[src/sv/vsc_pkg.sv]
`timescale 1ns / 1ps
`default_nettype none
// Shared types, widths and the glyph stroke table of the vector character generator.
// Used by the channel interfaces and the top level; depends on nothing.

package vsc_pkg;

    localparam int COORD_WIDTH = 16;
    localparam int EXT_W       = COORD_WIDTH + 2;
    localparam int OUT_W       = 16;
    localparam int CHAR_W      = 8;
    localparam int SIZE_W      = 8;
    localparam int ORG_W       = 12;
    localparam int STROKE_W    = 5;
    localparam int CFG_IDX_W   = 2;
    localparam int CFG_DATA_W  = 12;
    localparam int SEG_CNT_W   = 3;
    localparam int GIDX_W      = 6;
    localparam int PT_W        = 3;

    localparam logic [CFG_IDX_W-1:0] CFG_ORIGIN_X   = 2'd0;
    localparam logic [CFG_IDX_W-1:0] CFG_ORIGIN_Y   = 2'd1;
    localparam logic [CFG_IDX_W-1:0] CFG_GLYPH_SIZE = 2'd2;

    localparam logic [SIZE_W-1:0] SIZE_RESET = 8'd8;

    // x point codes
    localparam logic [PT_W-1:0] PXL  = 3'd0;
    localparam logic [PT_W-1:0] PXR  = 3'd1;
    localparam logic [PT_W-1:0] PXRQ = 3'd2;
    localparam logic [PT_W-1:0] PXM  = 3'd3;
    localparam logic [PT_W-1:0] PXRM = 3'd4;

    // y point codes
    localparam logic [PT_W-1:0] PYT  = 3'd0;
    localparam logic [PT_W-1:0] PYB  = 3'd1;
    localparam logic [PT_W-1:0] PYM  = 3'd2;
    localparam logic [PT_W-1:0] PYTQ = 3'd3;
    localparam logic [PT_W-1:0] PYBQ = 3'd4;
    localparam logic [PT_W-1:0] PYBX = 3'd5;
    localparam logic [PT_W-1:0] PYBM = 3'd6;

    typedef enum logic {
        ST_IDLE,
        ST_RUN
    } t_state;

    typedef struct packed {
        logic [PT_W-1:0] x0;
        logic [PT_W-1:0] y0;
        logic [PT_W-1:0] x1;
        logic [PT_W-1:0] y1;
    } t_seg;

    typedef struct packed {
        logic [SEG_CNT_W-1:0] count;
        t_seg [5:0]           seg;
    } t_glyph;

    typedef struct packed {
        logic              hit;
        logic [GIDX_W-1:0] idx;
    } t_gsel;

    localparam t_seg SEG_LTLB = '{PXL, PYT, PXL, PYB};
    localparam t_seg SEG_RTRB = '{PXR, PYT, PXR, PYB};
    localparam t_seg SEG_LTRT = '{PXL, PYT, PXR, PYT};
    localparam t_seg SEG_LBRB = '{PXL, PYB, PXR, PYB};
    localparam t_seg SEG_LMRM = '{PXL, PYM, PXR, PYM};
    localparam t_seg SEG_MTMB = '{PXM, PYT, PXM, PYB};

    function automatic t_seg mk_seg(input logic [PT_W-1:0] x0, input logic [PT_W-1:0] y0,
                                    input logic [PT_W-1:0] x1, input logic [PT_W-1:0] y1);
        t_seg s;
        s.x0 = x0;
        s.y0 = y0;
        s.x1 = x1;
        s.y1 = y1;
        return s;
    endfunction

    function automatic t_gsel glyph_lookup(input logic [CHAR_W-1:0] code);
        t_gsel       r;
        logic [CHAR_W-1:0] d;
        r = '0;
        d = '0;
        if (code >= 8'd65 && code <= 8'd90) begin
            d     = code - 8'd65;
            r.hit = 1'b1;
            r.idx = d[GIDX_W-1:0];
        end else if (code >= 8'd48 && code <= 8'd57) begin
            d     = code - 8'd48 + 8'd26;
            r.hit = 1'b1;
            r.idx = d[GIDX_W-1:0];
        end else if (code == 8'd44) begin
            r.hit = 1'b1;
            r.idx = 6'd36;
        end else if (code == 8'd45) begin
            r.hit = 1'b1;
            r.idx = 6'd37;
        end
        return r;
    endfunction

    function automatic t_glyph glyph_rom(input logic [GIDX_W-1:0] idx);
        t_glyph g;
        g = '0;
        unique case (idx)
            6'd0: begin // A
                g.count = 3'd4;
                g.seg[0] = SEG_LTLB; g.seg[1] = SEG_RTRB; g.seg[2] = SEG_LTRT;
                g.seg[3] = SEG_LMRM;
            end
            6'd1: begin // B
                g.count = 3'd5;
                g.seg[0] = SEG_LTLB;
                g.seg[1] = mk_seg(PXL, PYT, PXR, PYTQ);
                g.seg[2] = mk_seg(PXL, PYM, PXR, PYTQ);
                g.seg[3] = mk_seg(PXL, PYB, PXR, PYBQ);
                g.seg[4] = mk_seg(PXL, PYBM, PXR, PYBQ);
            end
            6'd2: begin // C
                g.count = 3'd3;
                g.seg[0] = SEG_LTLB; g.seg[1] = SEG_LTRT; g.seg[2] = SEG_LBRB;
            end
            6'd3: begin // D
                g.count = 3'd6;
                g.seg[0] = SEG_LTLB;
                g.seg[1] = mk_seg(PXL, PYB, PXRQ, PYB);
                g.seg[2] = mk_seg(PXL, PYT, PXRQ, PYT);
                g.seg[3] = mk_seg(PXR, PYBQ, PXR, PYTQ);
                g.seg[4] = mk_seg(PXRQ, PYT, PXR, PYTQ);
                g.seg[5] = mk_seg(PXRQ, PYB, PXR, PYBQ);
            end
            6'd4: begin // E
                g.count = 3'd4;
                g.seg[0] = SEG_LTLB; g.seg[1] = SEG_LTRT; g.seg[2] = SEG_LMRM;
                g.seg[3] = SEG_LBRB;
            end
            6'd5: begin // F
                g.count = 3'd3;
                g.seg[0] = SEG_LTLB; g.seg[1] = SEG_LTRT; g.seg[2] = SEG_LMRM;
            end
            6'd6: begin // G
                g.count = 3'd5;
                g.seg[0] = SEG_LTLB; g.seg[1] = SEG_LTRT; g.seg[2] = SEG_LBRB;
                g.seg[3] = mk_seg(PXR, PYB, PXR, PYM);
                g.seg[4] = mk_seg(PXR, PYM, PXRM, PYM);
            end
            6'd7: begin // H
                g.count = 3'd3;
                g.seg[0] = SEG_LTLB; g.seg[1] = SEG_RTRB; g.seg[2] = SEG_LMRM;
            end
            6'd8: begin // I
                g.count = 3'd1;
                g.seg[0] = SEG_MTMB;
            end
            6'd9: begin // J
                g.count = 3'd3;
                g.seg[0] = SEG_RTRB; g.seg[1] = SEG_LBRB;
                g.seg[2] = mk_seg(PXL, PYB, PXL, PYBQ);
            end
            6'd10: begin // K
                g.count = 3'd3;
                g.seg[0] = SEG_LTLB;
                g.seg[1] = mk_seg(PXR, PYT, PXL, PYM);
                g.seg[2] = mk_seg(PXR, PYB, PXL, PYM);
            end
            6'd11: begin // L
                g.count = 3'd2;
                g.seg[0] = SEG_LTLB; g.seg[1] = SEG_LBRB;
            end
            6'd12: begin // M
                g.count = 3'd4;
                g.seg[0] = SEG_LTLB; g.seg[1] = SEG_RTRB;
                g.seg[2] = mk_seg(PXL, PYT, PXM, PYM);
                g.seg[3] = mk_seg(PXR, PYT, PXM, PYM);
            end
            6'd13: begin // N
                g.count = 3'd3;
                g.seg[0] = SEG_LTLB; g.seg[1] = SEG_RTRB;
                g.seg[2] = mk_seg(PXL, PYT, PXR, PYB);
            end
            6'd14: begin // O
                g.count = 3'd4;
                g.seg[0] = SEG_LTLB; g.seg[1] = SEG_RTRB; g.seg[2] = SEG_LTRT;
                g.seg[3] = SEG_LBRB;
            end
            6'd15: begin // P
                g.count = 3'd4;
                g.seg[0] = SEG_LTLB; g.seg[1] = SEG_LTRT; g.seg[2] = SEG_LMRM;
                g.seg[3] = mk_seg(PXR, PYT, PXR, PYM);
            end
            6'd16: begin // Q
                g.count = 3'd5;
                g.seg[0] = SEG_LTLB; g.seg[1] = SEG_RTRB; g.seg[2] = SEG_LTRT;
                g.seg[3] = SEG_LBRB;
                g.seg[4] = mk_seg(PXM, PYB, PXR, PYBX);
            end
            6'd17: begin // R
                g.count = 3'd5;
                g.seg[0] = SEG_LTLB; g.seg[1] = SEG_LTRT; g.seg[2] = SEG_LMRM;
                g.seg[3] = mk_seg(PXR, PYT, PXR, PYM);
                g.seg[4] = mk_seg(PXRM, PYM, PXR, PYB);
            end
            6'd18: begin // S
                g.count = 3'd5;
                g.seg[0] = SEG_LTRT; g.seg[1] = SEG_LMRM; g.seg[2] = SEG_LBRB;
                g.seg[3] = mk_seg(PXL, PYT, PXL, PYM);
                g.seg[4] = mk_seg(PXR, PYM, PXR, PYB);
            end
            6'd19: begin // T
                g.count = 3'd2;
                g.seg[0] = SEG_LTRT; g.seg[1] = SEG_MTMB;
            end
            6'd20: begin // U
                g.count = 3'd3;
                g.seg[0] = SEG_LTLB; g.seg[1] = SEG_RTRB; g.seg[2] = SEG_LBRB;
            end
            6'd21: begin // V
                g.count = 3'd2;
                g.seg[0] = mk_seg(PXL, PYT, PXM, PYB);
                g.seg[1] = mk_seg(PXR, PYT, PXM, PYB);
            end
            6'd22: begin // W
                g.count = 3'd4;
                g.seg[0] = SEG_LTLB; g.seg[1] = SEG_RTRB;
                g.seg[2] = mk_seg(PXL, PYB, PXM, PYM);
                g.seg[3] = mk_seg(PXR, PYB, PXM, PYM);
            end
            6'd23: begin // X
                g.count = 3'd2;
                g.seg[0] = mk_seg(PXL, PYT, PXR, PYB);
                g.seg[1] = mk_seg(PXR, PYT, PXL, PYB);
            end
            6'd24: begin // Y
                g.count = 3'd3;
                g.seg[0] = mk_seg(PXM, PYM, PXM, PYB);
                g.seg[1] = mk_seg(PXL, PYT, PXM, PYM);
                g.seg[2] = mk_seg(PXR, PYT, PXM, PYM);
            end
            6'd25: begin // Z
                g.count = 3'd3;
                g.seg[0] = SEG_LTRT; g.seg[1] = SEG_LBRB;
                g.seg[2] = mk_seg(PXR, PYT, PXL, PYB);
            end
            6'd26: begin // 0
                g.count = 3'd4;
                g.seg[0] = SEG_LTLB; g.seg[1] = SEG_RTRB; g.seg[2] = SEG_LTRT;
                g.seg[3] = SEG_LBRB;
            end
            6'd27: begin // 1
                g.count = 3'd1;
                g.seg[0] = SEG_MTMB;
            end
            6'd28: begin // 2
                g.count = 3'd5;
                g.seg[0] = SEG_LTRT; g.seg[1] = SEG_LMRM; g.seg[2] = SEG_LBRB;
                g.seg[3] = mk_seg(PXR, PYT, PXR, PYM);
                g.seg[4] = mk_seg(PXL, PYM, PXL, PYB);
            end
            6'd29: begin // 3
                g.count = 3'd4;
                g.seg[0] = SEG_RTRB; g.seg[1] = SEG_LTRT; g.seg[2] = SEG_LMRM;
                g.seg[3] = SEG_LBRB;
            end
            6'd30: begin // 4
                g.count = 3'd3;
                g.seg[0] = SEG_RTRB; g.seg[1] = SEG_LMRM;
                g.seg[2] = mk_seg(PXL, PYT, PXL, PYM);
            end
            6'd31: begin // 5
                g.count = 3'd5;
                g.seg[0] = SEG_LTRT; g.seg[1] = SEG_LMRM; g.seg[2] = SEG_LBRB;
                g.seg[3] = mk_seg(PXL, PYT, PXL, PYM);
                g.seg[4] = mk_seg(PXR, PYM, PXR, PYB);
            end
            6'd32: begin // 6
                g.count = 3'd5;
                g.seg[0] = SEG_LTLB; g.seg[1] = SEG_LTRT; g.seg[2] = SEG_LMRM;
                g.seg[3] = SEG_LBRB;
                g.seg[4] = mk_seg(PXR, PYB, PXR, PYM);
            end
            6'd33: begin // 7
                g.count = 3'd2;
                g.seg[0] = SEG_LTRT;
                g.seg[1] = mk_seg(PXR, PYT, PXL, PYB);
            end
            6'd34: begin // 8
                g.count = 3'd5;
                g.seg[0] = SEG_RTRB; g.seg[1] = SEG_LMRM; g.seg[2] = SEG_LTLB;
                g.seg[3] = SEG_LTRT; g.seg[4] = SEG_LBRB;
            end
            6'd35: begin // 9
                g.count = 3'd5;
                g.seg[0] = SEG_RTRB; g.seg[1] = SEG_LMRM;
                g.seg[2] = mk_seg(PXL, PYT, PXL, PYM);
                g.seg[3] = SEG_LTRT; g.seg[4] = SEG_LBRB;
            end
            6'd36: begin // comma
                g.count = 3'd1;
                g.seg[0] = mk_seg(PXM, PYBQ, PXL, PYBX);
            end
            6'd37: begin // hyphen
                g.count = 3'd1;
                g.seg[0] = SEG_LMRM;
            end
            default: g = '0;
        endcase
        return g;
    endfunction

endpackage

`default_nettype wire

[src/sv/vsc_in_if.sv]
`timescale 1ns / 1ps
`default_nettype none
// Input channel of the vector character generator: one character word per handshake.
// Depends on vsc_pkg.

interface vsc_in_if;
    import vsc_pkg::*;

    logic              valid;
    logic              ready;
    logic [CHAR_W-1:0] char_code;
    logic              start_of_text;

    modport source (output valid, output char_code, output start_of_text, input ready);
    modport sink   (input valid, input char_code, input start_of_text, output ready);
endinterface

`default_nettype wire

[src/sv/vsc_out_if.sv]
`timescale 1ns / 1ps
`default_nettype none
// Output channel of the vector character generator: one segment word per handshake.
// Depends on vsc_pkg.

interface vsc_out_if;
    import vsc_pkg::*;

    logic                valid;
    logic                ready;
    logic [OUT_W-1:0]    seg_x0;
    logic [OUT_W-1:0]    seg_y0;
    logic [OUT_W-1:0]    seg_x1;
    logic [OUT_W-1:0]    seg_y1;
    logic [STROKE_W-1:0] stroke_width;
    logic                last_segment;

    modport source (output valid, output seg_x0, output seg_y0, output seg_x1,
                    output seg_y1, output stroke_width, output last_segment, input ready);
    modport sink   (input valid, input seg_x0, input seg_y0, input seg_x1,
                    input seg_y1, input stroke_width, input last_segment, output ready);
endinterface

`default_nettype wire

[src/sv/vector_stroke_char_generator.sv]
`timescale 1ns / 1ps
`default_nettype none
// Top level of the vector character generator: sequencer, segment endpoint unit, pen register.
// Depends on vsc_pkg, vsc_in_if and vsc_out_if.

// Each accepted character word is looked up in the glyph table and its segments
// come out one word per cycle while the output side keeps up, last_segment set on
// the final one. A character is accepted first; then each of its segments goes
// through the shared endpoint unit, which forms both endpoints of one segment
// from the pen position, origin_y and glyph_size. An unknown character emits
// nothing and only moves the pen. The input is not ready while a character is
// being drawn; a finished segment waits in the output register, and the next
// character is accepted while the last one is still held there. Configuration
// writes take effect at once and belong between characters.

module vector_stroke_char_generator (
    input  wire                               i_clk,
    input  wire                               i_rst_n,
    input  wire                               i_cfg_we,
    input  wire  [vsc_pkg::CFG_IDX_W-1:0]     i_cfg_index,
    input  wire  [vsc_pkg::CFG_DATA_W-1:0]    i_cfg_data,
    vsc_in_if.sink                            i_in,
    vsc_out_if.source                         o_out
);
    import vsc_pkg::*;

    t_state               r_state;
    t_state               n_state;

    logic [ORG_W-1:0]       r_origin_x;
    logic [ORG_W-1:0]       r_origin_y;
    logic [SIZE_W-1:0]      r_glyph_size;
    logic [COORD_WIDTH-1:0] r_pen_x;
    logic [COORD_WIDTH-1:0] r_left;
    logic [GIDX_W-1:0]      r_gidx;
    logic [SEG_CNT_W-1:0]   r_seg;
    logic                   r_out_valid;
    logic [OUT_W-1:0]       r_seg_x0;
    logic [OUT_W-1:0]       r_seg_y0;
    logic [OUT_W-1:0]       r_seg_x1;
    logic [OUT_W-1:0]       r_seg_y1;
    logic [STROKE_W-1:0]    r_stroke;
    logic                   r_last;

    logic                   in_ready;
    logic                   in_accept;
    logic                   seg_load;
    logic                   seg_last;
    t_gsel                  gsel;
    t_glyph                 glyph;
    t_seg                   cur;
    logic [COORD_WIDTH-1:0] acc_left;
    logic [EXT_W-1:0]       adv_sum;
    logic [EXT_W-1:0]       left_ext;
    logic [EXT_W-1:0]       top_ext;
    logic [15:0]            stroke_prod;
    logic [STROKE_W-1:0]    stroke;

    function automatic logic [COORD_WIDTH-1:0] sat_coord(input logic [EXT_W-1:0] v);
        if (v[EXT_W-1 -: 2] != 2'b00) begin
            return '1;
        end
        return v[COORD_WIDTH-1:0];
    endfunction

    function automatic logic [EXT_W-1:0] x_point(input logic [PT_W-1:0] pc,
                                                 input logic [EXT_W-1:0] left,
                                                 input logic [SIZE_W-1:0] s);
        logic [EXT_W-1:0] sz;
        logic [EXT_W-1:0] mx;
        logic [EXT_W-1:0] right;
        logic [EXT_W-1:0] r;
        sz    = EXT_W'(s);
        mx    = EXT_W'(s >> 1);
        right = left + sz;
        unique case (pc)
            PXL:     r = left;
            PXR:     r = right;
            PXRQ:    r = right - (mx >> 1);
            PXM:     r = left + mx;
            PXRM:    r = right - mx;
            default: r = left;
        endcase
        return r;
    endfunction

    function automatic logic [EXT_W-1:0] y_point(input logic [PT_W-1:0] pc,
                                                 input logic [EXT_W-1:0] top,
                                                 input logic [SIZE_W-1:0] s);
        logic [EXT_W-1:0] my;
        logic [EXT_W-1:0] bottom;
        logic [EXT_W-1:0] r;
        my     = EXT_W'(s - (s >> 2));
        bottom = top + (my << 1);
        unique case (pc)
            PYT:     r = top;
            PYB:     r = bottom;
            PYM:     r = top + my;
            PYTQ:    r = top + (my >> 1);
            PYBQ:    r = bottom - (my >> 1);
            PYBX:    r = bottom + (my >> 1);
            PYBM:    r = bottom - my;
            default: r = top;
        endcase
        return r;
    endfunction

    assign gsel      = glyph_lookup(i_in.char_code);
    assign glyph     = glyph_rom(r_gidx);
    assign cur       = glyph.seg[r_seg];
    assign seg_last  = (r_seg == glyph.count - 3'd1);
    assign in_accept = i_in.valid && in_ready;

    assign acc_left  = i_in.start_of_text ? COORD_WIDTH'(r_origin_x) : r_pen_x;
    assign adv_sum   = EXT_W'(acc_left) + EXT_W'(r_glyph_size)
                     + EXT_W'(r_glyph_size >> 2) + EXT_W'(1);
    assign left_ext  = EXT_W'(r_left);
    assign top_ext   = EXT_W'(r_origin_y);

    // size/10 as (size * 205) >> 11, exact over 8 bits
    assign stroke_prod = 16'(r_glyph_size) * 16'd205;
    assign stroke      = stroke_prod[15:11] + 5'd1;

    always_ff @(posedge i_clk) begin
        if (!i_rst_n) begin
            r_state <= ST_IDLE;
        end else begin
            r_state <= n_state;
        end
    end

    always_comb begin
        n_state  = r_state;
        in_ready = 1'b0;
        seg_load = 1'b0;
        unique case (r_state)
            ST_IDLE: begin
                in_ready = 1'b1;
                if (i_in.valid && gsel.hit) begin
                    n_state = ST_RUN;
                end
            end
            ST_RUN: begin
                if (!r_out_valid || o_out.ready) begin
                    seg_load = 1'b1;
                    if (seg_last) begin
                        n_state = ST_IDLE;
                    end
                end
            end
            default: n_state = ST_IDLE;
        endcase
    end

    always_ff @(posedge i_clk) begin
        if (!i_rst_n) begin
            r_origin_x   <= '0;
            r_origin_y   <= '0;
            r_glyph_size <= SIZE_RESET;
            r_pen_x      <= '0;
            r_out_valid  <= 1'b0;
        end else begin
            if (i_cfg_we) begin
                unique case (i_cfg_index)
                    CFG_ORIGIN_X:   r_origin_x   <= i_cfg_data;
                    CFG_ORIGIN_Y:   r_origin_y   <= i_cfg_data;
                    CFG_GLYPH_SIZE: r_glyph_size <= i_cfg_data[SIZE_W-1:0];
                    default:        ;
                endcase
            end
            if (in_accept) begin
                r_pen_x <= sat_coord(adv_sum);
            end
            if (seg_load) begin
                r_out_valid <= 1'b1;
            end else if (o_out.ready) begin
                r_out_valid <= 1'b0;
            end
        end
    end

    always_ff @(posedge i_clk) begin
        if (in_accept) begin
            r_left <= acc_left;
            r_gidx <= gsel.idx;
            r_seg  <= '0;
        end else if (seg_load) begin
            r_seg  <= r_seg + 3'd1;
        end
        if (seg_load) begin
            r_seg_x0 <= OUT_W'(sat_coord(x_point(cur.x0, left_ext, r_glyph_size)));
            r_seg_y0 <= OUT_W'(sat_coord(y_point(cur.y0, top_ext, r_glyph_size)));
            r_seg_x1 <= OUT_W'(sat_coord(x_point(cur.x1, left_ext, r_glyph_size)));
            r_seg_y1 <= OUT_W'(sat_coord(y_point(cur.y1, top_ext, r_glyph_size)));
            r_stroke <= stroke;
            r_last   <= seg_last;
        end
    end

    assign i_in.ready         = in_ready;
    assign o_out.valid        = r_out_valid;
    assign o_out.seg_x0       = r_seg_x0;
    assign o_out.seg_y0       = r_seg_y0;
    assign o_out.seg_x1       = r_seg_x1;
    assign o_out.seg_y1       = r_seg_y1;
    assign o_out.stroke_width = r_stroke;
    assign o_out.last_segment = r_last;

endmodule

`default_nettype wire
[src/flat_wrapper.sv]
// flat-port wrapper written by rule: the top's interface ports become plain ports
module vector_stroke_char_generator_flat import vsc_pkg::*;
  (i_clk, i_rst_n, i_cfg_we, i_cfg_index, i_cfg_data, i_in_valid, i_in_char_code, i_in_start_of_text, i_in_ready, o_out_valid, o_out_seg_x0, o_out_seg_y0, o_out_seg_x1, o_out_seg_y1, o_out_stroke_width, o_out_last_segment, o_out_ready);
  vsc_in_if i_in_i ();
  vsc_out_if o_out_i ();
  input  wire i_clk;
  input  wire i_rst_n;
  input  wire i_cfg_we;
  input  wire  [vsc_pkg::CFG_IDX_W-1:0] i_cfg_index;
  input  wire  [vsc_pkg::CFG_DATA_W-1:0] i_cfg_data;
  input wire logic [$bits(i_in_i.valid)-1:0] i_in_valid;
  input wire logic [$bits(i_in_i.char_code)-1:0] i_in_char_code;
  input wire logic [$bits(i_in_i.start_of_text)-1:0] i_in_start_of_text;
  output wire logic [$bits(i_in_i.ready)-1:0] i_in_ready;
  output wire logic [$bits(o_out_i.valid)-1:0] o_out_valid;
  output wire logic [$bits(o_out_i.seg_x0)-1:0] o_out_seg_x0;
  output wire logic [$bits(o_out_i.seg_y0)-1:0] o_out_seg_y0;
  output wire logic [$bits(o_out_i.seg_x1)-1:0] o_out_seg_x1;
  output wire logic [$bits(o_out_i.seg_y1)-1:0] o_out_seg_y1;
  output wire logic [$bits(o_out_i.stroke_width)-1:0] o_out_stroke_width;
  output wire logic [$bits(o_out_i.last_segment)-1:0] o_out_last_segment;
  input wire logic [$bits(o_out_i.ready)-1:0] o_out_ready;
  assign i_in_i.valid = i_in_valid;
  assign i_in_i.char_code = i_in_char_code;
  assign i_in_i.start_of_text = i_in_start_of_text;
  assign i_in_ready = i_in_i.ready;
  assign o_out_valid = o_out_i.valid;
  assign o_out_seg_x0 = o_out_i.seg_x0;
  assign o_out_seg_y0 = o_out_i.seg_y0;
  assign o_out_seg_x1 = o_out_i.seg_x1;
  assign o_out_seg_y1 = o_out_i.seg_y1;
  assign o_out_stroke_width = o_out_i.stroke_width;
  assign o_out_last_segment = o_out_i.last_segment;
  assign o_out_i.ready = o_out_ready;
  vector_stroke_char_generator u_core (.i_clk(i_clk), .i_rst_n(i_rst_n), .i_cfg_we(i_cfg_we), .i_cfg_index(i_cfg_index), .i_cfg_data(i_cfg_data), .i_in(i_in_i), .o_out(o_out_i));
endmodule
[config.mk]
export PLATFORM = sky130hd
export DESIGN_NAME = vector_stroke_char_generator_flat
export DESIGN_NICKNAME = d
export VERILOG_FILES = /design/src/sv/vsc_pkg.sv /design/src/sv/vsc_in_if.sv /design/src/sv/vsc_out_if.sv /design/src/sv/vector_stroke_char_generator.sv /design/src/flat_wrapper.sv
export SDC_FILE = /design/constraint.sdc
export NUM_CORES = 1
export LEC_CHECK = 0
export ABC_AREA = 1
export BUFFER_PORTS_ARGS = -buffer_cell sky130_fd_sc_hd__buf_2
export CORE_MARGIN = 3
export CORE_UTILIZATION = 60
export CTS_CLUSTER_DIAMETER = 40
export DETAILED_ROUTE_END_ITERATION = 7
export PLACE_DENSITY = 0.84
export SYNTH_ARGS = -nofsm -noshare
export SYNTH_HDL_FRONTEND = slang
export SYNTH_SLANG_ARGS = --single-unit
[constraint.sdc]
create_clock -name i_clk -period 7.4 [get_ports i_clk]
set_input_delay 1.48 -clock i_clk [delete_from_list [all_inputs] [get_ports i_clk]]
set_output_delay 1.48 -clock i_clk [all_outputs]
set_load 0.01 [all_outputs]
Yosys cells after proc, flatten, opt, wreduce, memory -nomap -nowiden --
Index checks and enable logic that the tools add are counted.
Operators by class: shift operators 0, bitwise logic cells 1, reduce and logical (&&, ||, !) cells 39, add/sub/neg operators 20, $mul 1, multiplexer cells 52, magnitude comparators 5, divide/modulo/power cells 0, equality and inequality tests 62
Operators by type and width (count):
- one-hot mux 18 bit (6 select lines) | 2
- two-way mux 16 bit | 11
- one-hot mux 18 bit (4 select lines) | 2
- one-hot mux 10 bit (14 select lines) | 1
- one-hot mux 11 bit (11 select lines) | 1
- one-hot mux 12 bit (9 select lines) | 1
- one-hot mux 10 bit (10 select lines) | 1
- one-hot mux 11 bit (9 select lines) | 1
- == test 6 x 5 -> 1 bit (second input constant) | 16
- two-way mux 18 bit | 4
- == test 6 x 4 -> 1 bit (second input constant) | 8
- adder 12 x 18 -> 18 bit | 2
- binary-select mux 12 bit (select 3 bit) | 1
- == test 6 bit (second input constant) | 6
- adder 16 x 8 -> 17 bit | 2
- two-way mux 7 bit | 4
- == test 3 x 2 -> 1 bit (second input constant) | 8
- == test 3 bit (second input constant) | 8
- == test 6 x 3 -> 1 bit (second input constant) | 4
- OR reduction 6 bit | 4
- OR reduction 10 bit | 2
- OR reduction 20 bit | 1
- two-way mux 1 bit | 19
- adder 12 x 17 -> 18 bit | 1
- 47 further kinds | 70
Word-level totals: output and inout bits 72, memory bits (read-only) 0, bits in writable memories 0, memories kept 0, latch bits 0, flip-flop bits (word level) 145

Depth between registers and ports, before layout --
Gate-level depths: netlist of run 1.
word-level depth 12, mapped depth 33, gate-level depth less buffers 32

Worst setup path before layout of run 1 --
OpenSTA, ideal clock, no wires.
path type in2reg, from input port i_in_start_of_text, to register u_core.r_pen_x[6], required time 7.339 ns, setup slack 2.053 ns, setup time 0.061 ns, data arrival time 5.286 ns, stages on the path 19, cell sequence buf_2 -> buf_1 -> mux2_2 -> ha_1 -> fa_1 -> inv_1 -> fa_1 -> o21ai_0 -> a21oi_1 -> o21ai_0 -> inv_1 -> nor3_1 -> nand3_1 -> nor2_1 -> a21oi_2 -> buf_2 -> nand3_1 -> o211ai_1 -> inv_1
Between the ends: cells in the longest elaborated chain, start to end 9
Ends and longest elaborated chain:
- start, declared | RTL line flat_wrapper.sv:13 | input wire logic [$bits(i_in_i.start_of_text)-1:0] i_in_start_of_text;
- two-way mux 16 bit * | RTL line vector_stroke_char_generator.sv:114 | assign acc_left = i_in.start_of_text ? COORD_WIDTH'(r_origin_x) : r_pen_x;
- via u_core.acc_left[0] | RTL line vector_stroke_char_generator.sv:52 | logic [COORD_WIDTH-1:0] acc_left;
- adder 16 x 8 -> 17 bit * | RTL line vector_stroke_char_generator.sv:115 | assign adv_sum = EXT_W'(acc_left) + EXT_W'(r_glyph_size)
- adder 18 x 6 -> 18 bit * | RTL line vector_stroke_char_generator.sv:116 | + EXT_W'(r_glyph_size >> 2) + EXT_W'(1);
- adder 18 x 1 -> 18 bit * | RTL line vector_stroke_char_generator.sv:116
- nonzero test 2 bit | RTL line vector_stroke_char_generator.sv:60 | if (v[EXT_W-1 -: 2] != 2'b00) begin
- two-way mux 1 bit | RTL line vector_stroke_char_generator.sv:60
- two-way mux 1 bit | RTL line vector_stroke_char_generator.sv:171 | if (in_accept) begin
- two-way mux 1 bit | RTL line vector_stroke_char_generator.sv:156 | if (!i_rst_n) begin
- two-way mux 16 bit * | RTL line vector_stroke_char_generator.sv:63 | return v[COORD_WIDTH-1:0];
- end signal, assigned | RTL line vector_stroke_char_generator.sv:172 | r_pen_x <= sat_coord(adv_sum);
- end, declared | RTL line vector_stroke_char_generator.sv:33 | logic [COORD_WIDTH-1:0] r_pen_x;
Mark *: on every way through the listed nets, which the timed path passes. The rest lies on a longest branch. The select of a mux whose other input is x is not followed. A chain may end at the register's enable or synchronous reset.

Final worst setup path of run 1 --
from register u_core.r_glyph_size[3], to register u_core.r_seg_y0[2], in the netlist u_core.o_out.seg_y0[2], data pin
Between the ends: cells in the longest elaborated chain, start to end 9, elaborated cells between the ends (all ways) 13, those cells by class 7 x add/sub; 5 x mux; 1 x reduce/logical
Ends and longest elaborated chain:
- start, declared | RTL line vector_stroke_char_generator.sv:32 | logic [SIZE_W-1:0] r_glyph_size;
- start signal, assigned | RTL line vector_stroke_char_generator.sv:167 | CFG_GLYPH_SIZE: r_glyph_size <= i_cfg_data[SIZE_W-1:0];
- subtractor 8 x 6 -> 9 bit * | RTL line vector_stroke_char_generator.sv:93 | my = EXT_W'(s - (s >> 2));
- adder 12 x 18 -> 18 bit | RTL line vector_stroke_char_generator.sv:94 | bottom = top + (my << 1);
- subtractor 18 bit (tied with other cells) | RTL line vector_stroke_char_generator.sv:102 | PYBM: r = bottom - my;
- one-hot mux 18 bit (6 select lines) * | RTL line vector_stroke_char_generator.sv:95 | unique case (pc)
- two-way mux 18 bit * | RTL line vector_stroke_char_generator.sv:190 | if (seg_load) begin
- nonzero test 2 bit | RTL line vector_stroke_char_generator.sv:60
- two-way mux 1 bit | RTL line vector_stroke_char_generator.sv:60
- two-way mux 1 bit | RTL line vector_stroke_char_generator.sv:190
- two-way mux 16 bit * | RTL line vector_stroke_char_generator.sv:63
- end signal, assigned | RTL line vector_stroke_char_generator.sv:192 | r_seg_y0 <= OUT_W'(sat_coord(y_point(cur.y0, top_ext, r_glyph_size)));
- end, declared | RTL line vector_stroke_char_generator.sv:39 | logic [OUT_W-1:0] r_seg_y0;
Mark *: on every way between the ends. The rest lies on a longest branch, timed or not. The select of a mux whose other input is x is not followed.

==> results.cfg, run 1 <==
[timing]
slew_viol_final = 0
tightest_slew_ns = 1.28
rsz0062_at_grt = false
fin_setup_tns_ns = 0
post-route-min-period_ns = 6.69
slew_headroom_pct = 14.5
final-hold-violation-count = 0
fin_worst_skew_ns = 0.0208
max_freq_ghz = 0.150
period_share_pct = 90.4
setup_viol = 0

[global_routing]
track_usage_pct = 39.7
grt_pass1_vias = 18300
grt_pass1_wl_microns = 98500
gr-total-overflow = 0
antenna_found_initial = 0
grt_max_degree = 69

[critical_path]
crit_start = u_core.r_glyph_size[3]
critPathRequiredTime_ns = 7.55
startpoint_type = flop
worstPathMaxFanout = 16
slowest_delay_ns = 0.65
crit_path_end_kind = flop
cp_slowest_cell = dfxtp_1
critPathArrivalTime_ns = 6.84
worstSetupPathType = flop to flop
timing.rr.start = u_core.r_glyph_size[3]

[hold_path]
min_from = u_core.r_origin_x[10]
hp-class = flop to flop

[die]
start_util_pct = 61.3
die_h_microns = 178
io_pins = 100
coreArea_sq_um = 28900
die-area_sq_um = 31700
die_w_microns = 178
row_count = 62

[clock_network]
htree_levels = 4
cts_tree = yes
clk_latency_ns = 0.45
cts_buffers = 17
path_clk_slew_ns = 0.07
cts_resized = 0
clock_path_buffers = 2
numClockSinks = 145
post_cts_buffers = 0
cts-root-buf = clkbuf_16
holdBufCountCts = 0

[pwr]
p_seq_share_pct = 21.0
power_frac_comb_pct = 59.1
peakVddDrop_v = 0.000139
clockPowerShare_pct = 19.9
internal-power_mw = 2.35
power.leakage_nw = 9.92
switching_share_pct = 51.7
power_switching_mw = 2.52
power.density_nw_per_um2 = 254

[logic_synthesis]
yosysUniqueCellTypes = 55
yosysMostFrequentCell = nand2_1
synth_edf_count = 92
ys_dominant_reg_cell = edfxtp_1
async_flop_share_pct = 0
synth_warnings = 0
synthTopCellsByCount = 609 x nand2_1, 331 x inv_1, 298 x nor2_1
synth_top_cell_by_area = edfxtp_1
syn-mean-instance-area_sq_um = 6.61
syn_area_sq_um = 17700
syn_inst = 2683
synth_top_area_share_pct = 15.6
ys_ff_latch = 145
yosysSeqAreaShare_pct = 21.6
yosys-top-cells-area = edfxtp_1 16%, nand2_1 13%, ha_1 12%, nand3_1 8.1%, inv_1 7.0%
syn_nets = 2909

[drt]
final_antenna_net_count = 0
routed_wl_microns = 63600
num_vias = 19600
firstDrtPassIters = 8
drc_errors = 0
wl_per_cell_microns = 20.2
drtIter0Drc = 2631
vias_per_cell = 6.23

[place]
dp.cells = 3113
routabilityCongestion = 1.12
hpwlAfterDp_microns = 49000
numPortBuffers = 99

[layout]
drive_gt1_share_pct = 7.97
diodes = 0
nets = 2974
area_growth_pct = 8.01
final_cells = 3145

[outcome]
status = finished, final reports clean

[job]
maxCapViolCount = 0
-- cell usage in the layout, fill, tap and decap left out, types with 6 or more instances in the layout --
| cell | n |
|---|---|
| nand2_1 | 609 |
| inv_1 | 330 |
| nor2_1 | 297 |
| nand3_1 | 286 |
| ha_1 | 174 |
| o21ai_0 | 143 |
| a21oi_1 | 141 |
| xor2_1 | 125 |
| buf_2 | 99 |
| edfxtp_1 | 92 |
| nand4_1 | 79 |
| dfxtp_1 | 53 |
| nor3_1 | 36 |
| nand3b_1 | 26 |
| xnor2_1 | 26 |
| fa_1 | 24 |
| o211ai_1 | 20 |
| buf_4 | 20 |
| clkbuf_16 | 18 |
| nand2_2 | 11 |
| a31oi_1 | 11 |
| inv_2 | 10 |
| nor2_2 | 10 |
| mux2_2 | 9 |
| o21a_1 | 7 |
| or2_2 | 7 |
| o21bai_1 | 7 |
| o31ai_1 | 7 |
| o22ai_1 | 7 |
| nand3_2 | 7 |
| a21o_1 | 6 |
-- cell families (layout without fill, tap and decap cells) --
kind of cell    Yosys count  after routing  synth area share [%]
simple gates           1393           1393                  34.7
mux                       9              9                 0.571
fa+ha+maj               198            198                  15.0
xor+xnor                151            151                  7.45
compound gates          370            370                  11.6
flops                   145            145                  21.6
buf+inv                 417            495                  9.20
-- through the flow --
step	power (mW)	setup slack [ns]	hold WS [ns]	util, %	cell area (sq um)
2_1_floorplan	2.98	2.05	0.429	-	17700
3_3_place_gp	3.75	0.950	0.444	64.0	18500
3_5_place_dp	3.78	0.837	0.451	64.0	18500
4_1_cts	4.74	0.793	0.461	66.2	19200
5_1_grt	5.15	0.133	0.498	66.2	19200
6_report	4.87	0.713	0.461	66.2	19200
-- critical path: cells and delay by family, from the launching register on --
| family | cells | cell delay, ns |
|---|---|---|
| AND/OR/NAND/NOR | 12 | 1.80 |
| AO/OA/AOI/OAI | 8 | 1.42 |
| adder cells (fa/ha/maj) | 3 | 1.17 |
| XOR/XNOR | 2 | 0.74 |
| flip-flops | 1 | 0.65 |
| buffers and inverters | 3 | 0.60 |
-- power by group through the flow --
stage,Combinational [mW],Clock [mW],Sequential [mW]
floorplan,1.95,0,1.03
global route,3.12,0.991,1.03
finish,2.88,0.967,1.03
detailed placement,2.74,0,1.04
global placement,2.71,0,1.04
CTS,2.75,0.963,1.02
-- state kept, by name, summed over array words and instances (netlist names) --
| register | count |
|---|---|
| u_core.o_out.last_segment | 1 |
| u_core.o_out.seg_x0 | 16 |
| u_core.o_out.seg_x1 | 16 |
| u_core.o_out.seg_y0 | 16 |
| u_core.o_out.seg_y1 | 16 |
| u_core.o_out.stroke_width | 5 |
| u_core.o_out.valid | 1 |
| u_core.r_gidx | 6 |
| u_core.r_glyph_size | 8 |
| u_core.r_left | 16 |
| u_core.r_origin_x | 12 |
| u_core.r_origin_y | 12 |
| u_core.r_pen_x | 16 |
| u_core.r_seg | 3 |
| u_core.r_state | 1 |
-- worst paths after layout --
path / end / cells after the start / slack (ns)
hold reg to reg: u_core.r_origin_x[10] / 2 / 0.46
setup / recovery: u_core.o_out.seg_y0[2] / 28 / 0.71
hold / removal: u_core.r_origin_x[10] / 2 / 0.46
setup reg to reg: u_core.o_out.seg_y0[2] / 28 / 0.71
-- layout make-up --
| cell class | count | area [sq um] |
|---|---|---|
| repair buffers | 119 | 646 |
| clock inverters | 14 | 184 |
| flip-flops and latches | 145 | 3820 |
| inverters | 344 | 1290 |
| multi-input cells | 2121 | 12300 |
| clock buffers | 18 | 450 |
| well taps | 384 | 480 |
| fillers | 2587 | 9770 |
-- layer usage --
metal | vias up | global-route usage, % | part of all wire [%]
li1 | 9067 | - | -
met1 | 8851 | 53.9 | 39
met2 | 1449 | 59.8 | 42
met3 | 227 | 10.2 | 14
met4 | 0 | 16.5 | 4.3
met5 | - | 0 | 0
Note: power is estimated with default switching activity, not from simulation.
==> run 2: changes to the inputs <==
- CORE_ASPECT_RATIO: unset -> 0.5
- CORE_UTILIZATION: 60 -> 57
- PLACE_DENSITY: 0.84 -> 0.8
==> run 2 against run 1 <==
Compared with the run above: cell count grew 0.83%; critical path depth shrank 1; non-clock buffer count shrank 4; clock skew shrank 0.0031 ns; final area shrank 0.22%; utilization shrank 2.0 points; clock power shrank 7.2%; maximum frequency grew 4.6%; register-to-register slack gained 0.29 ns; power shrank 2.9%; highest routed layer is now met5.
==> results.cfg, run 2 (same netlist as run 1, synthesis figures left out) <==
[drt]
vias_per_cell = 6.05
drtIter0Drc = 2472
routed_wl_microns = 62500
firstDrtPassIters = 6
final_antenna_net_count = 0
num_vias = 19200
drc_errors = 0
wl_per_cell_microns = 19.7

[critical_path]
r2r-end = u_core.o_out.seg_y0[0]
reg2reg_slack_ns = 1.01
crit_path_end_kind = flop
worstSetupPathType = flop to flop
slowest_delay_ns = 0.69
timing.rr.start = u_core.r_glyph_size[1]
reg2reg_depth = 27
cp_slowest_cell = dfxtp_1
startpoint_type = flop
critPathRequiredTime_ns = 7.57
worstPathMaxFanout = 16
critPathArrivalTime_ns = 6.56

[timing]
slew_headroom_pct = 11.0
max_freq_ghz = 0.156
setup_viol = 0
period_share_pct = 86.4
final-hold-violation-count = 0
fin_setup_tns_ns = 0
fin_worst_skew_ns = 0.0177
rsz0062_at_grt = false
post-route-min-period_ns = 6.39
tightest_slew_ns = 1.33
slew_viol_final = 0
setup_ws_ns = 1.01

[clock_network]
clock_path_buffers = 2
cts_tree = yes
post_cts_buffers = 0
clk_latency_ns = 0.47
htree_levels = 4
path_clk_slew_ns = 0.07
holdBufCountCts = 0
cts-root-buf = clkbuf_16
cts_buffers = 17
numClockSinks = 145
cts_resized = 0

[die]
die_h_microns = 131
start_util_pct = 59.6
die_w_microns = 255
row_count = 44
coreArea_sq_um = 29800
io_pins = 100
die-area_sq_um = 33400

[hold_path]
holdPathStages = 2
hp-class = flop to flop
min_from = u_core.r_origin_x[8]
holdPathEnd = u_core.r_origin_x[8]

[place]
routabilityCongestion = 1.09
numPortBuffers = 99
hpwlAfterDp_microns = 48400
post_dp_cell_area_sq_um = 18500
place_ws_ns = 1.23

[pwr]
peakVddDrop_v = 0.000190
internal-power_mw = 2.31
p_seq_share_pct = 21.6
power_frac_comb_pct = 59.5
power.leakage_nw = 9.88
power_switching_mw = 2.42
switching_share_pct = 51.2
clockPowerShare_pct = 19.0
power.density_nw_per_um2 = 247

[layout]
drive_gt1_share_pct = 7.83
nets = 2970
fillers = 2826
multi_input_area_sq_um = 12300
area_growth_pct = 7.78
final_cell_mix = 609 x nand2_1, 330 x inv_1, 297 x nor2_1
diodes = 0
finalInstanceArea_sq_um = 19100
layout_commonest_cell = nand2_1
register_area_sq_um = 3820

[global_routing]
track_usage_pct = 36.3
antenna_found_initial = 2
gr-total-overflow = 0
grt_max_degree = 48
grt_pass1_vias = 17000
grt_pass1_wl_microns = 95600

[job]
maxCapViolCount = 0

[outcome]
status = finished, final reports clean
-- run 2: layout make-up --
| type | instances | area share, % |
|---|---|---|
| clock buffers | 17 | 2.22 |
| clock inverters | 15 | 0.838 |
| inverters | 344 | 6.75 |
| multi-input cells | 2121 | 64.3 |
| flip-flops and latches | 145 | 20.0 |
| well taps | 414 | 2.71 |
| repair buffers | 115 | 3.22 |
-- run 2: worst max-delay path by stage --
stage / from / end / slack, ns / depth (start not counted)
finish: u_core.r_glyph_size[1] / u_core.o_out.seg_y0[0] / 1.01 / 27
floorplan: i_in_start_of_text / u_core.r_pen_x[6] / 2.05 / 19
global placement: u_core.r_glyph_size[7] / u_core.o_out.seg_y0[0] / 1.45 / 23
CTS: u_core.r_glyph_size[1] / u_core.o_out.seg_y0[0] / 1.19 / 27
detailed placement: u_core.r_glyph_size[1] / u_core.o_out.seg_y0[0] / 1.23 / 27
global route: u_core.r_glyph_size[1] / u_core.o_out.seg_y0[7] / 0.47 / 27
-- run 2: per-stage QoR --
step                      total power [mW]  hold WS, ns  instances  utilization [%]
final                                 4.73        0.469       3171             64.2
after global routing                  5.01        0.492       3171             64.2
after CTS                             4.62        0.469       3171             64.2
after detailed placement              3.73        0.458       3139             62.2
after global placement                3.72        0.450       3139             62.2
after floorplan                       2.98        0.429       2683                -
-- run 2: power groups by stage --
stage | Clock, mW | Combinational (mW) | Sequential, mW
6_report | 0.897 | 2.81 | 1.02
5_1_grt | 0.929 | 3.05 | 1.02
4_1_cts | 0.895 | 2.71 | 1.02
3_5_place_dp | 0 | 2.69 | 1.03
3_3_place_gp | 0 | 2.69 | 1.03
2_1_floorplan | 0 | 1.95 | 1.03
-- run 2: critical path, delay by kind of cell (launching register included) --
kind / cells / cell delay, ns
adder cells (fa/ha/maj): 3 / 1.15
buffers and inverters: 2 / 0.29
flip-flops: 1 / 0.69
XOR/XNOR: 2 / 0.82
AND/OR/NAND/NOR: 11 / 1.65
AO/OA/AOI/OAI: 9 / 1.49
-- run 2: routing by layer --
metal	track usage, %	routed length (microns)	up-vias
met2	55.5	26100	1173
met3	7.80	6760	206
met4	16.0	2850	4
met1	49.9	26800	8744
li1	-	-	9066
met5	0	21	-
